$ cat config.mk
export PLATFORM = sky130hd
export DESIGN_NAME = http_request_framer
export DESIGN_NICKNAME = d
export VERILOG_FILES = /design/src/sv/hrf_pkg.sv /design/src/sv/hrf_front.sv /design/src/sv/hrf_queue.sv /design/src/sv/hrf_back.sv /design/src/sv/http_request_framer.sv
export VERILOG_INCLUDE_DIRS = /design/src /design/src/sv
export SDC_FILE = /design/constraint.sdc
export NUM_CORES = 1
export LEC_CHECK = 0
export BUFFER_PORTS_ARGS = -buffer_cell sky130_fd_sc_hd__buf_2
export CORE_MARGIN = 8
export CORE_UTILIZATION = 30
export DETAILED_ROUTE_END_ITERATION = 8
export GPL_ROUTABILITY_DRIVEN = 0
export GPL_TIMING_DRIVEN = 0
export SETUP_SLACK_MARGIN = 0.5
export SYNTH_ARGS = -nofsm -noshare
export SYNTH_HDL_FRONTEND = slang
export SYNTH_SLANG_ARGS = --single-unit
$ cat constraint.sdc
create_clock -name clk -period 16.75 [get_ports clk]
set_clock_uncertainty 0.05 [all_clocks]
set_input_delay 1.675 -clock clk [delete_from_list [all_inputs] [get_ports clk]]
set_output_delay 1.675 -clock clk [all_outputs]
set_load 0.03 [all_outputs]
$ cat src/sv/http_request_framer_assert.svh
// ---------------------------------------------------------------------------
// HTTP request framer assertion macros
// Shared property forms for the framer's concurrent checks.
// ---------------------------------------------------------------------------
`ifndef HTTP_REQUEST_FRAMER_ASSERT_SVH
`define HTTP_REQUEST_FRAMER_ASSERT_SVH

// Same-cycle implication, disabled during reset.
`define HRF_ASSERT_IMPL(label, clk, rst, ante, cons, msg) \
  label: assert property (@(posedge clk) disable iff (rst) (ante) |-> (cons)) \
    else $error(msg);

// Next-cycle implication, disabled during reset.
`define HRF_ASSERT_NEXT(label, clk, rst, ante, cons, msg) \
  label: assert property (@(posedge clk) disable iff (rst) (ante) |=> (cons)) \
    else $error(msg);

`endif

$ cat src/sv/hrf_pkg.sv
// ---------------------------------------------------------------------------
// HTTP request framer package
// Types, character codes and the header name table shared by the framer.
// ---------------------------------------------------------------------------
package hrf_pkg;

  localparam int COUNT_BITS = 24;
  localparam int NAME_LEN   = 15;
  localparam int QUEUE_DEPTH = 4;
  localparam int QPTR_BITS   = 2;

  localparam logic [COUNT_BITS-1:0] BYTE_LIMIT_RESET = 24'd65536;

  localparam logic [7:0] CH_CR    = 8'h0D;
  localparam logic [7:0] CH_LF    = 8'h0A;
  localparam logic [7:0] CH_SPACE = 8'h20;
  localparam logic [7:0] CH_TAB   = 8'h09;
  localparam logic [7:0] CH_PLUS  = 8'h2B;
  localparam logic [7:0] CH_MINUS = 8'h2D;
  localparam logic [7:0] CH_ZERO  = 8'h30;
  localparam logic [7:0] CH_NINE  = 8'h39;

  localparam logic [2:0] REASON_NONE   = 3'd0;
  localparam logic [2:0] REASON_BODY   = 3'd1;
  localparam logic [2:0] REASON_NOLEN  = 3'd2;
  localparam logic [2:0] REASON_LIMIT  = 3'd3;
  localparam logic [2:0] REASON_STREAM = 3'd4;

  // Classified input item, built by the front end.
  typedef struct packed {
    logic [7:0] data;
    logic       stream_end;
    logic       is_cr;
    logic       is_lf;
    logic       is_digit;
    logic       is_blank;
    logic       is_sign;
    logic       is_minus;
    logic [3:0] digit;
  } item_t;

  typedef struct packed {
    logic [7:0]            byte_out;
    logic [COUNT_BITS-1:0] byte_index;
    logic                  body_byte;
    logic                  request_done;
    logic [2:0]            done_reason;
    logic [COUNT_BITS-1:0] header_length;
    logic [COUNT_BITS-1:0] body_length;
    logic                  length_valid;
  } result_t;

  // Character of the header name at a position; lower selects the all-lowercase spelling.
  function automatic logic [7:0] name_char(input logic lower, input logic [3:0] pos);
    logic [7:0] c;
    case (pos)
      4'd0:    c = lower ? "c" : "C";
      4'd1:    c = "o";
      4'd2:    c = "n";
      4'd3:    c = "t";
      4'd4:    c = "e";
      4'd5:    c = "n";
      4'd6:    c = "t";
      4'd7:    c = "-";
      4'd8:    c = lower ? "l" : "L";
      4'd9:    c = "e";
      4'd10:   c = "n";
      4'd11:   c = "g";
      4'd12:   c = "t";
      4'd13:   c = "h";
      4'd14:   c = ":";
      default: c = 8'h00;
    endcase
    return c;
  endfunction

endpackage

$ cat src/sv/hrf_front.sv
// ---------------------------------------------------------------------------
// HTTP request framer front end
// Classifies each incoming byte into the flags the parser needs.
// ---------------------------------------------------------------------------
module hrf_front
  import hrf_pkg::*;
(
  input  logic [7:0] data_byte,
  input  logic       stream_end,
  output item_t      item
);

  logic [7:0] offset;

  assign offset = data_byte - CH_ZERO;

  always_comb begin
    item.data       = data_byte;
    item.stream_end = stream_end;
    item.is_cr      = (data_byte == CH_CR);
    item.is_lf      = (data_byte == CH_LF);
    item.is_digit   = (data_byte >= CH_ZERO) && (data_byte <= CH_NINE);
    item.is_blank   = (data_byte == CH_SPACE) || (data_byte == CH_TAB);
    item.is_sign    = (data_byte == CH_PLUS) || (data_byte == CH_MINUS);
    item.is_minus   = (data_byte == CH_MINUS);
    item.digit      = offset[3:0];
  end

endmodule

$ cat src/sv/hrf_queue.sv
// ---------------------------------------------------------------------------
// HTTP request framer item queue
// Short queue of classified items between the front end and the parser.
// ---------------------------------------------------------------------------
module hrf_queue
  import hrf_pkg::*;
(
  input  logic  clk,
  input  logic  rst,
  input  logic  wr_en,
  input  item_t wr_item,
  output logic  full,
  input  logic  rd_en,
  output item_t rd_item,
  output logic  not_empty
);

  item_t                slots [QUEUE_DEPTH];
  logic [QPTR_BITS-1:0] wr_ptr;
  logic [QPTR_BITS-1:0] rd_ptr;
  logic [QPTR_BITS:0]   count;

  assign full      = (count == (QPTR_BITS+1)'(QUEUE_DEPTH));
  assign not_empty = (count != '0);
  assign rd_item   = slots[rd_ptr];

  always_ff @(posedge clk) begin
    if (wr_en) begin
      slots[wr_ptr] <= wr_item;
    end
  end

  always_ff @(posedge clk) begin
    if (rst) begin
      wr_ptr <= '0;
      rd_ptr <= '0;
      count  <= '0;
    end else begin
      if (wr_en) begin
        wr_ptr <= wr_ptr + 1'b1;
      end
      if (rd_en) begin
        rd_ptr <= rd_ptr + 1'b1;
      end
      case ({wr_en, rd_en})
        2'b10:   count <= count + 1'b1;
        2'b01:   count <= count - 1'b1;
        default: count <= count;
      endcase
    end
  end

endmodule

$ cat src/sv/hrf_back.sv
// ---------------------------------------------------------------------------
// HTTP request framer parser
// Per-request framing, one item per cycle; an unpopped held result stalls it.
// ---------------------------------------------------------------------------
module hrf_back
  import hrf_pkg::*;
#(
  parameter int LENGTH_BITS = 24
) (
  input  logic                  clk,
  input  logic                  rst,
  input  logic [COUNT_BITS-1:0] byte_limit,
  input  logic                  in_valid,
  input  item_t                 in_item,
  output logic                  take,
  output logic                  out_valid,
  input  logic                  out_pop,
  output result_t               res
);

  localparam int SUM_BITS = ((LENGTH_BITS > COUNT_BITS) ? LENGTH_BITS : COUNT_BITS) + 1;
  localparam logic [LENGTH_BITS-1:0] LENGTH_MAX = {LENGTH_BITS{1'b1}};

  // Value scan phases.
  localparam logic [1:0] VP_IDLE  = 2'd0;
  localparam logic [1:0] VP_BLANK = 2'd1;
  localparam logic [1:0] VP_DIGIT = 2'd2;
  localparam logic [1:0] VP_DONE  = 2'd3;

  logic [COUNT_BITS-1:0]  byte_count, byte_count_next;
  logic [1:0]             terminator_progress, terminator_progress_next;
  logic                   headers_complete, headers_complete_next;
  logic                   line_start, line_start_next;
  logic [3:0]             name_position, name_position_next;
  logic [1:0]             spellings_alive, spellings_alive_next;
  logic [1:0]             value_phase, value_phase_next;
  logic                   value_negative, value_negative_next;
  logic                   length_found, length_found_next;
  logic [LENGTH_BITS-1:0] length_value, length_value_next;
  logic [COUNT_BITS-1:0]  terminator_offset, terminator_offset_next;
  result_t                res_next;

  logic [LENGTH_BITS+3:0]            acc;
  logic [LENGTH_BITS+COUNT_BITS-1:0] length_ext;
  logic [SUM_BITS-1:0]               body_end;
  logic                              accumulate;
  logic                              finish;
  logic [1:0]                        alive;
  logic [2:0]                        reason;

  assign take = in_valid && (!out_valid || out_pop);

  always_comb begin
    byte_count_next          = byte_count;
    terminator_progress_next = terminator_progress;
    headers_complete_next    = headers_complete;
    line_start_next          = line_start;
    name_position_next       = name_position;
    spellings_alive_next     = spellings_alive;
    value_phase_next         = value_phase;
    value_negative_next      = value_negative;
    length_found_next        = length_found;
    length_value_next        = length_value;
    terminator_offset_next   = terminator_offset;
    accumulate = 1'b0;
    finish     = 1'b0;
    alive      = 2'b00;
    acc        = '0;
    body_end   = '0;
    reason     = REASON_NONE;

    if (!in_item.stream_end) begin
      byte_count_next = byte_count + 1'b1;
      if (!headers_complete) begin
        if (line_start) begin
          name_position_next   = '0;
          spellings_alive_next = 2'b11;
          line_start_next      = 1'b0;
        end

        unique case (value_phase)
          VP_BLANK: begin
            if (in_item.is_blank) begin
              value_phase_next = VP_BLANK;
            end else if (in_item.is_sign) begin
              value_negative_next = in_item.is_minus;
              value_phase_next    = VP_DIGIT;
            end else if (in_item.is_digit) begin
              value_phase_next = VP_DIGIT;
              accumulate       = 1'b1;
            end else begin
              finish = 1'b1;
            end
          end
          VP_DIGIT: begin
            if (in_item.is_digit) begin
              accumulate = 1'b1;
            end else begin
              finish = 1'b1;
            end
          end
          VP_IDLE: begin
            if ((spellings_alive_next != 2'b00) &&
                (name_position_next < 4'(NAME_LEN))) begin
              alive = spellings_alive_next;
              if (in_item.data != name_char(1'b0, name_position_next)) begin
                alive[0] = 1'b0;
              end
              if (in_item.data != name_char(1'b1, name_position_next)) begin
                alive[1] = 1'b0;
              end
              spellings_alive_next = alive;
              name_position_next   = name_position_next + 1'b1;
              if ((alive != 2'b00) && (name_position_next == 4'(NAME_LEN))) begin
                value_phase_next    = VP_BLANK;
                value_negative_next = 1'b0;
                length_value_next   = '0;
              end
            end
          end
          default: begin
            value_phase_next = VP_DONE;
          end
        endcase

        // Decimal accumulate with saturation: value * 8 + value * 2 + digit.
        if (accumulate) begin
          acc = ({4'b0, length_value} << 3) + ({4'b0, length_value} << 1) +
                (LENGTH_BITS+4)'(in_item.digit);
          length_value_next = (acc > {4'b0, LENGTH_MAX}) ? LENGTH_MAX
                                                         : acc[LENGTH_BITS-1:0];
        end
        if (finish) begin
          length_found_next = !(value_negative_next && (length_value != '0));
          if (!length_found_next) begin
            length_value_next = '0;
          end
          value_phase_next = VP_DONE;
        end

        if (in_item.is_cr) begin
          terminator_progress_next = (terminator_progress == 2'd2) ? 2'd3 : 2'd1;
        end else if (in_item.is_lf && (terminator_progress == 2'd1)) begin
          terminator_progress_next = 2'd2;
        end else if (in_item.is_lf && (terminator_progress == 2'd3)) begin
          headers_complete_next    = 1'b1;
          terminator_offset_next   = byte_count_next;
          terminator_progress_next = 2'd0;
        end else begin
          terminator_progress_next = 2'd0;
        end
        if (terminator_progress_next == 2'd2) begin
          line_start_next = 1'b1;
        end
      end

      body_end = SUM_BITS'(terminator_offset_next) + SUM_BITS'(length_value_next);
      if (headers_complete_next && !headers_complete && !length_found_next) begin
        reason = REASON_NOLEN;
      end else if (headers_complete_next && length_found_next &&
                   (SUM_BITS'(byte_count_next) >= body_end)) begin
        reason = REASON_BODY;
      end else if (byte_count_next >= byte_limit) begin
        reason = REASON_LIMIT;
      end
    end else begin
      reason = REASON_STREAM;
    end
  end

  assign length_ext = {{COUNT_BITS{1'b0}}, length_value_next};

  always_comb begin
    res_next.byte_out      = in_item.stream_end ? 8'h00 : in_item.data;
    res_next.byte_index    = byte_count;
    res_next.body_byte     = in_item.stream_end ? 1'b0 : headers_complete;
    res_next.request_done  = (reason != REASON_NONE);
    res_next.done_reason   = reason;
    res_next.header_length = headers_complete_next ? terminator_offset_next : '0;
    res_next.body_length   = length_found_next ? length_ext[COUNT_BITS-1:0] : '0;
    res_next.length_valid  = length_found_next;
  end

  always_ff @(posedge clk) begin
    if (take) begin
      res <= res_next;
    end
  end

  always_ff @(posedge clk) begin
    if (rst || (take && (reason != REASON_NONE))) begin
      byte_count          <= '0;
      terminator_progress <= '0;
      headers_complete    <= 1'b0;
      line_start          <= 1'b1;
      name_position       <= '0;
      spellings_alive     <= 2'b11;
      value_phase         <= VP_IDLE;
      value_negative      <= 1'b0;
      length_found        <= 1'b0;
      length_value        <= '0;
      terminator_offset   <= '0;
    end else if (take) begin
      byte_count          <= byte_count_next;
      terminator_progress <= terminator_progress_next;
      headers_complete    <= headers_complete_next;
      line_start          <= line_start_next;
      name_position       <= name_position_next;
      spellings_alive     <= spellings_alive_next;
      value_phase         <= value_phase_next;
      value_negative      <= value_negative_next;
      length_found        <= length_found_next;
      length_value        <= length_value_next;
      terminator_offset   <= terminator_offset_next;
    end
  end

  always_ff @(posedge clk) begin
    if (rst) begin
      out_valid <= 1'b0;
    end else if (take) begin
      out_valid <= 1'b1;
    end else if (out_pop) begin
      out_valid <= 1'b0;
    end
  end

endmodule

$ cat src/sv/http_request_framer.sv
// ---------------------------------------------------------------------------
// HTTP request framer
// Frames HTTP/1.1 requests on a byte stream using the Content-Length header.
// ---------------------------------------------------------------------------
// Channel   Handshake            Payload
// input     push / full          data_byte, stream_end
// result    pop / empty          byte_out .. length_valid
// config    cfg_valid/cfg_ready  cfg_limit
//
// One item per cycle is sustained while pop keeps up; the parser state update in hrf_back sets this.
// An accepted item is first written into the four-entry queue, then loads the result
// register when the parser takes it from the queue.
// Stalls on pop back up into the queue; full rises only when it holds four items.
// Reset clears the queue, the result valid flag and the request state, and loads
// a byte limit of 65536.
// ---------------------------------------------------------------------------
`include "http_request_framer_assert.svh"

module http_request_framer
  import hrf_pkg::*;
#(
  parameter int LENGTH_BITS = 24
) (
  input  logic                  clk,
  input  logic                  rst,
  input  logic                  push,
  output logic                  full,
  input  logic [7:0]            data_byte,
  input  logic                  stream_end,
  input  logic                  pop,
  output logic                  empty,
  output logic [7:0]            byte_out,
  output logic [COUNT_BITS-1:0] byte_index,
  output logic                  body_byte,
  output logic                  request_done,
  output logic [2:0]            done_reason,
  output logic [COUNT_BITS-1:0] header_length,
  output logic [COUNT_BITS-1:0] body_length,
  output logic                  length_valid,
  input  logic                  cfg_valid,
  output logic                  cfg_ready,
  input  logic [COUNT_BITS-1:0] cfg_limit
);

  item_t                 front_item;
  item_t                 queue_item;
  logic                  queue_not_empty;
  logic                  take;
  logic                  out_valid;
  result_t               res;
  logic [COUNT_BITS-1:0] byte_limit;

  assign cfg_ready = 1'b1;

  always_ff @(posedge clk) begin
    if (rst) begin
      byte_limit <= BYTE_LIMIT_RESET;
    end else if (cfg_valid && cfg_ready) begin
      byte_limit <= cfg_limit;
    end
  end

  hrf_front u_front (
    .data_byte  (data_byte),
    .stream_end (stream_end),
    .item       (front_item)
  );

  hrf_queue u_queue (
    .clk       (clk),
    .rst       (rst),
    .wr_en     (push && !full),
    .wr_item   (front_item),
    .full      (full),
    .rd_en     (take),
    .rd_item   (queue_item),
    .not_empty (queue_not_empty)
  );

  hrf_back #(
    .LENGTH_BITS (LENGTH_BITS)
  ) u_back (
    .clk        (clk),
    .rst        (rst),
    .byte_limit (byte_limit),
    .in_valid   (queue_not_empty),
    .in_item    (queue_item),
    .take       (take),
    .out_valid  (out_valid),
    .out_pop    (pop),
    .res        (res)
  );

  assign empty         = !out_valid;
  assign byte_out      = res.byte_out;
  assign byte_index    = res.byte_index;
  assign body_byte     = res.body_byte;
  assign request_done  = res.request_done;
  assign done_reason   = res.done_reason;
  assign header_length = res.header_length;
  assign body_length   = res.body_length;
  assign length_valid  = res.length_valid;

  // An accepted item is waiting in the queue on the following cycle.
  `HRF_ASSERT_NEXT(a_push_lands, clk, rst, push && !full, queue_not_empty, "item lost at queue")
  // A stream-end result carries no byte and is never a body byte.
  `HRF_ASSERT_IMPL(a_stream_end_clean, clk, rst, !empty && (done_reason == REASON_STREAM), (byte_out == 8'h00) && !body_byte, "stream end result carries data")
  // A body byte can only follow a found header terminator.
  `HRF_ASSERT_IMPL(a_body_has_header, clk, rst, !empty && body_byte, header_length != '0, "body byte without header terminator")
  // A length is reported only together with its valid flag.
  `HRF_ASSERT_IMPL(a_length_gated, clk, rst, !empty && !length_valid, body_length == '0, "length reported while not valid")

endmodule
==> impl_metrics.toml <==
[yosys]
synth_fa_ha_area_share_pct = 10.91
synth-simple-area-share_pct = 16.82
async_flop_share_pct = 0
synth_edf_count = 146
yosys_warnings = 0
ys_ff_latch = 266
synth_top_family_by_area = "simple AND/OR/NAND/NOR gates"
synth.distinct_cells = 74
ys.flop_type = "edfxtp_1"
synth_compound_area_share_pct = 16.64
syn_area_per_cell_um2 = 9.492
synth_cells = 1685
synth_xor_area_share_pct = 5.202
synth-seq-area-share_pct = 42.43
syn_area_mm2 = 0.01599
syn-num-nets = 1860
muxShareOfSynthArea_pct = 4.271

[pwr]
power.total_mw = 2.504
ir_drop_uv = 91.57
p_leak_nw = 7.599
p_per_area_mw_per_mm2 = 134.2

[global_route]
overflow = 0
grt_max_degree = 31
grt_pass1_wl_mm = 75.74
grt_antenna_before_repair = 2
grt_pass1_vias = 13180
groute.usage.overall_pct = 15.50

[timing]
final.setup.tns_ns = 0
max_slew_margin_pct = 6.772
final.period_utilization_pct = 63.15
min_period_ns = 10.58
setup_viol = 0
drv_slew = 0
timing.fmax_mhz = 94.53
worst_slew_pin_slew_ns = 1.398
hold_viol = 0
rsz0062_at_grt = "no"

[drt]
wl_mm = 48.67
met3_length_mm = 2.891
drtIter0Drc = 1001
drc = 0
dr.pass1.iters = 5
wl_met1_mm = 21.68
viasPerCell = 5.278
dr.max_layer_used = "met4"
ant_nets = 0
wl_per_cell_um = 19.04
wl_met2_mm = 22.53
vias = 13490

[cells_and_area]
nNetsFinal = 2019
drive_gt1_share_pct = 12.96
area_delta_synth_final_pct = 16.62
num_antenna_cells = 0
fill_cells = 5290

[place]
dp_hpwl_mm = 37.29
port_buffers = 123

[die]
start_util_pct = 30.37
ios = 127
die_area_mm2 = 0.06096
dieHeight_um = 246.9
num_rows = 84
die_w_um = 246.9
coreArea_mm2 = 0.05266

[clock_tree]
hold_buffers = 0
cts_setup_buffers = 0
clock_path_buffers = 3
htree_levels = 1
clk_pin_slew_ns = 0.06
cts_made_buffers = 31
clock-root-buffer = "clkbuf_16"
cts_tree = "done"
cts-resized-gates = 0
clock_sinks = 266
insertion_delay_ns = 0.58

[setup_path]
critPathCaptureType = "register"
cp_slowest_cell = "a211oi_1"
arrival_ns = 10.97
r2r_cells = 38
crit_type = "reg -> reg"
crit_required_ns = 17.14
startpoint_type = "register"
path_max_fanout = 10
crit_top_cell = "ha_1"
cpPeakStageDelay_ns = 0.95

[hold_path]
hp-class = "reg -> reg"
hold_depth = 0

[run_status]
outcome = "completed"

[job]
max-cap-violations = 0
-- synthesized netlist by cell type (4+ instances only) --
| cell type | count | area [um2] |
|---|---|---|
| a2111oi_0 | 4 | 35.03 |
| a211o_1 | 7 | 61.31 |
| a211oi_1 | 15 | 112.6 |
| a21o_1 | 36 | 270.3 |
| a21oi_1 | 140 | 700.7 |
| a21oi_2 | 11 | 96.34 |
| a221oi_1 | 5 | 43.79 |
| a22o_1 | 22 | 192.7 |
| a2bb2oi_1 | 8 | 70.07 |
| a31oi_1 | 8 | 50.05 |
| a32oi_1 | 5 | 43.79 |
| and2_1 | 23 | 143.9 |
| and3_1 | 26 | 162.7 |
| and4_1 | 4 | 35.03 |
| buf_1 | 5 | 18.77 |
| buf_2 | 11 | 55.05 |
| buf_6 | 6 | 67.56 |
| clkbuf_1 | 52 | 195.2 |
| dfxtp_1 | 120 | 2402 |
| edfxtp_1 | 146 | 4384 |
| fa_1 | 4 | 80.08 |
| ha_1 | 133 | 1664 |
| inv_1 | 65 | 244.0 |
| mux2_2 | 6 | 67.56 |
| mux2i_1 | 30 | 300.3 |
| mux4_2 | 14 | 315.3 |
| nand2_1 | 251 | 942.2 |
| nand2b_1 | 16 | 100.1 |
| nand3_1 | 35 | 175.2 |
| nand4_1 | 20 | 125.1 |
| nor2_1 | 128 | 480.5 |
| nor2b_1 | 20 | 125.1 |
| nor3_1 | 24 | 120.1 |
| nor4_1 | 13 | 81.33 |
| o211ai_1 | 8 | 60.06 |
| o21a_1 | 12 | 90.09 |
| o21ai_0 | 75 | 375.4 |
| o21bai_1 | 8 | 60.06 |
| o221ai_1 | 7 | 61.31 |
| o31ai_1 | 7 | 52.55 |
| or3_1 | 6 | 37.54 |
| or4_1 | 4 | 30.03 |
| xnor2_1 | 44 | 385.4 |
| xor2_1 | 51 | 446.7 |
-- final timing paths --
path                                                      endpoint                                from  slack [ns]
worst max register to register  u_back.byte_count[19]$_SDFFE_PP0P_                            register        6.17
worst min-delay path                      u_back.res[74]$_DFFE_PP_  u_back.byte_count[20]$_SDFFE_PP0P_        0.40
worst min register to register            u_back.res[74]$_DFFE_PP_  u_back.byte_count[20]$_SDFFE_PP0P_        0.40
worst max-delay path            u_back.byte_count[19]$_SDFFE_PP0P_                            register        6.17
-- layout make-up --
class,instances,area [um2],area share (%)
repair buffers,126,675.6,3.622
clock inverters,16,203.9,1.093
well taps,688,860.8,4.615
flip-flops and latches,266,6787,36.39
inverters,65,244.0,1.308
clock buffers,41,905.9,4.857
multi-input cells,1278,8626,46.25
plain buffers,76,349.1,1.872
-- cell families after synthesis --
family | Yosys count
compound gates | 410
xor+xnor | 95
fa+ha+maj | 137
buf+inv | 141
flops | 266
mux | 50
other cells | 1
simple gates | 585
-- where the power goes --
part           internal [mW]  leakage, nW  switching (mW)
Combinational          0.226         4.68           0.621
Sequential             0.870         2.39          0.0587
Clock                  0.443        0.535           0.285
Total                   1.54         7.60           0.965
-- through the flow --
stage	utilization [%]	hold WS [ns]	instance area, um2	worst slack [ns]	cells
floorplan	-	0.3564	15990	8.704	1685
global placement	33.18	0.3993	17470	3.982	2496
detailed placement	33.31	0.3981	17540	6.348	2499
CTS	35.42	0.4129	18650	6.245	2556
global route	35.42	0.4167	18650	5.490	2556
finish	35.42	0.4041	18650	6.172	2556
-- cells in the final DEF (no fill, tap or decap), types with 8 or more instances in the layout --
cell         n
clkbuf_16   33
nor2b_1     20
a21o_1      36
and3_1      26
inv_1       65
o211ai_1     8
dfxtp_1    120
xor2_1      51
clkbuf_1    55
nand2b_1    16
a22o_1      22
mux4_2      14
nor3_1      24
o21bai_1     8
and2_1      23
a31oi_1      8
buf_2      134
ha_1       133
nor2_1     128
a2bb2oi_1    8
nand4_1     20
a21oi_2     11
nand3_1     35
nor4_1      13
a211oi_1    15
o21a_1      12
xnor2_1     44
mux2i_1     30
nand2_1    251
a21oi_1    139
edfxtp_1   146
o21ai_0     75
-- routing by layer --
| metal | track usage, % | vias to the layer above |
|---|---|---|
| li1 | - | 6431 |
| met1 | 20.77 | 6512 |
| met2 | 25.70 | 465 |
| met3 | 2.104 | 83 |
| met4 | 4.728 | 0 |
| met5 | 0 | - |
-- state kept, by name, summed over array words and instances (netlist names), named ones only --
register	count
u_back.res	86
u_queue.slots	60
byte_limit	24
u_back.byte_count	24
u_back.length_value	24
u_back.terminator_offset	24
u_back.name_position	4
u_queue.count	3
u_back.spellings_alive	2
u_back.terminator_progress	2
u_back.value_phase	2
u_queue.rd_ptr	2
u_queue.wr_ptr	2
u_back.headers_complete	1
u_back.length_found	1
u_back.line_start	1
u_back.out_valid	1
u_back.value_negative	1
-- critical path, delay by kind of cell, from the launching register on --
kind / cells / cell delay (ns)
buffers and inverters: 4 / 1.21
DFF: 1 / 0.32
xor gates and xnor gates: 1 / 0.08
muxes: 1 / 0.46
adders and majority gates: 5 / 1.47
and+or+nand+nor: 12 / 1.48
AOI/OAI and AO/OA: 15 / 5.37
Note: power is estimated with default switching activity, not from simulation.
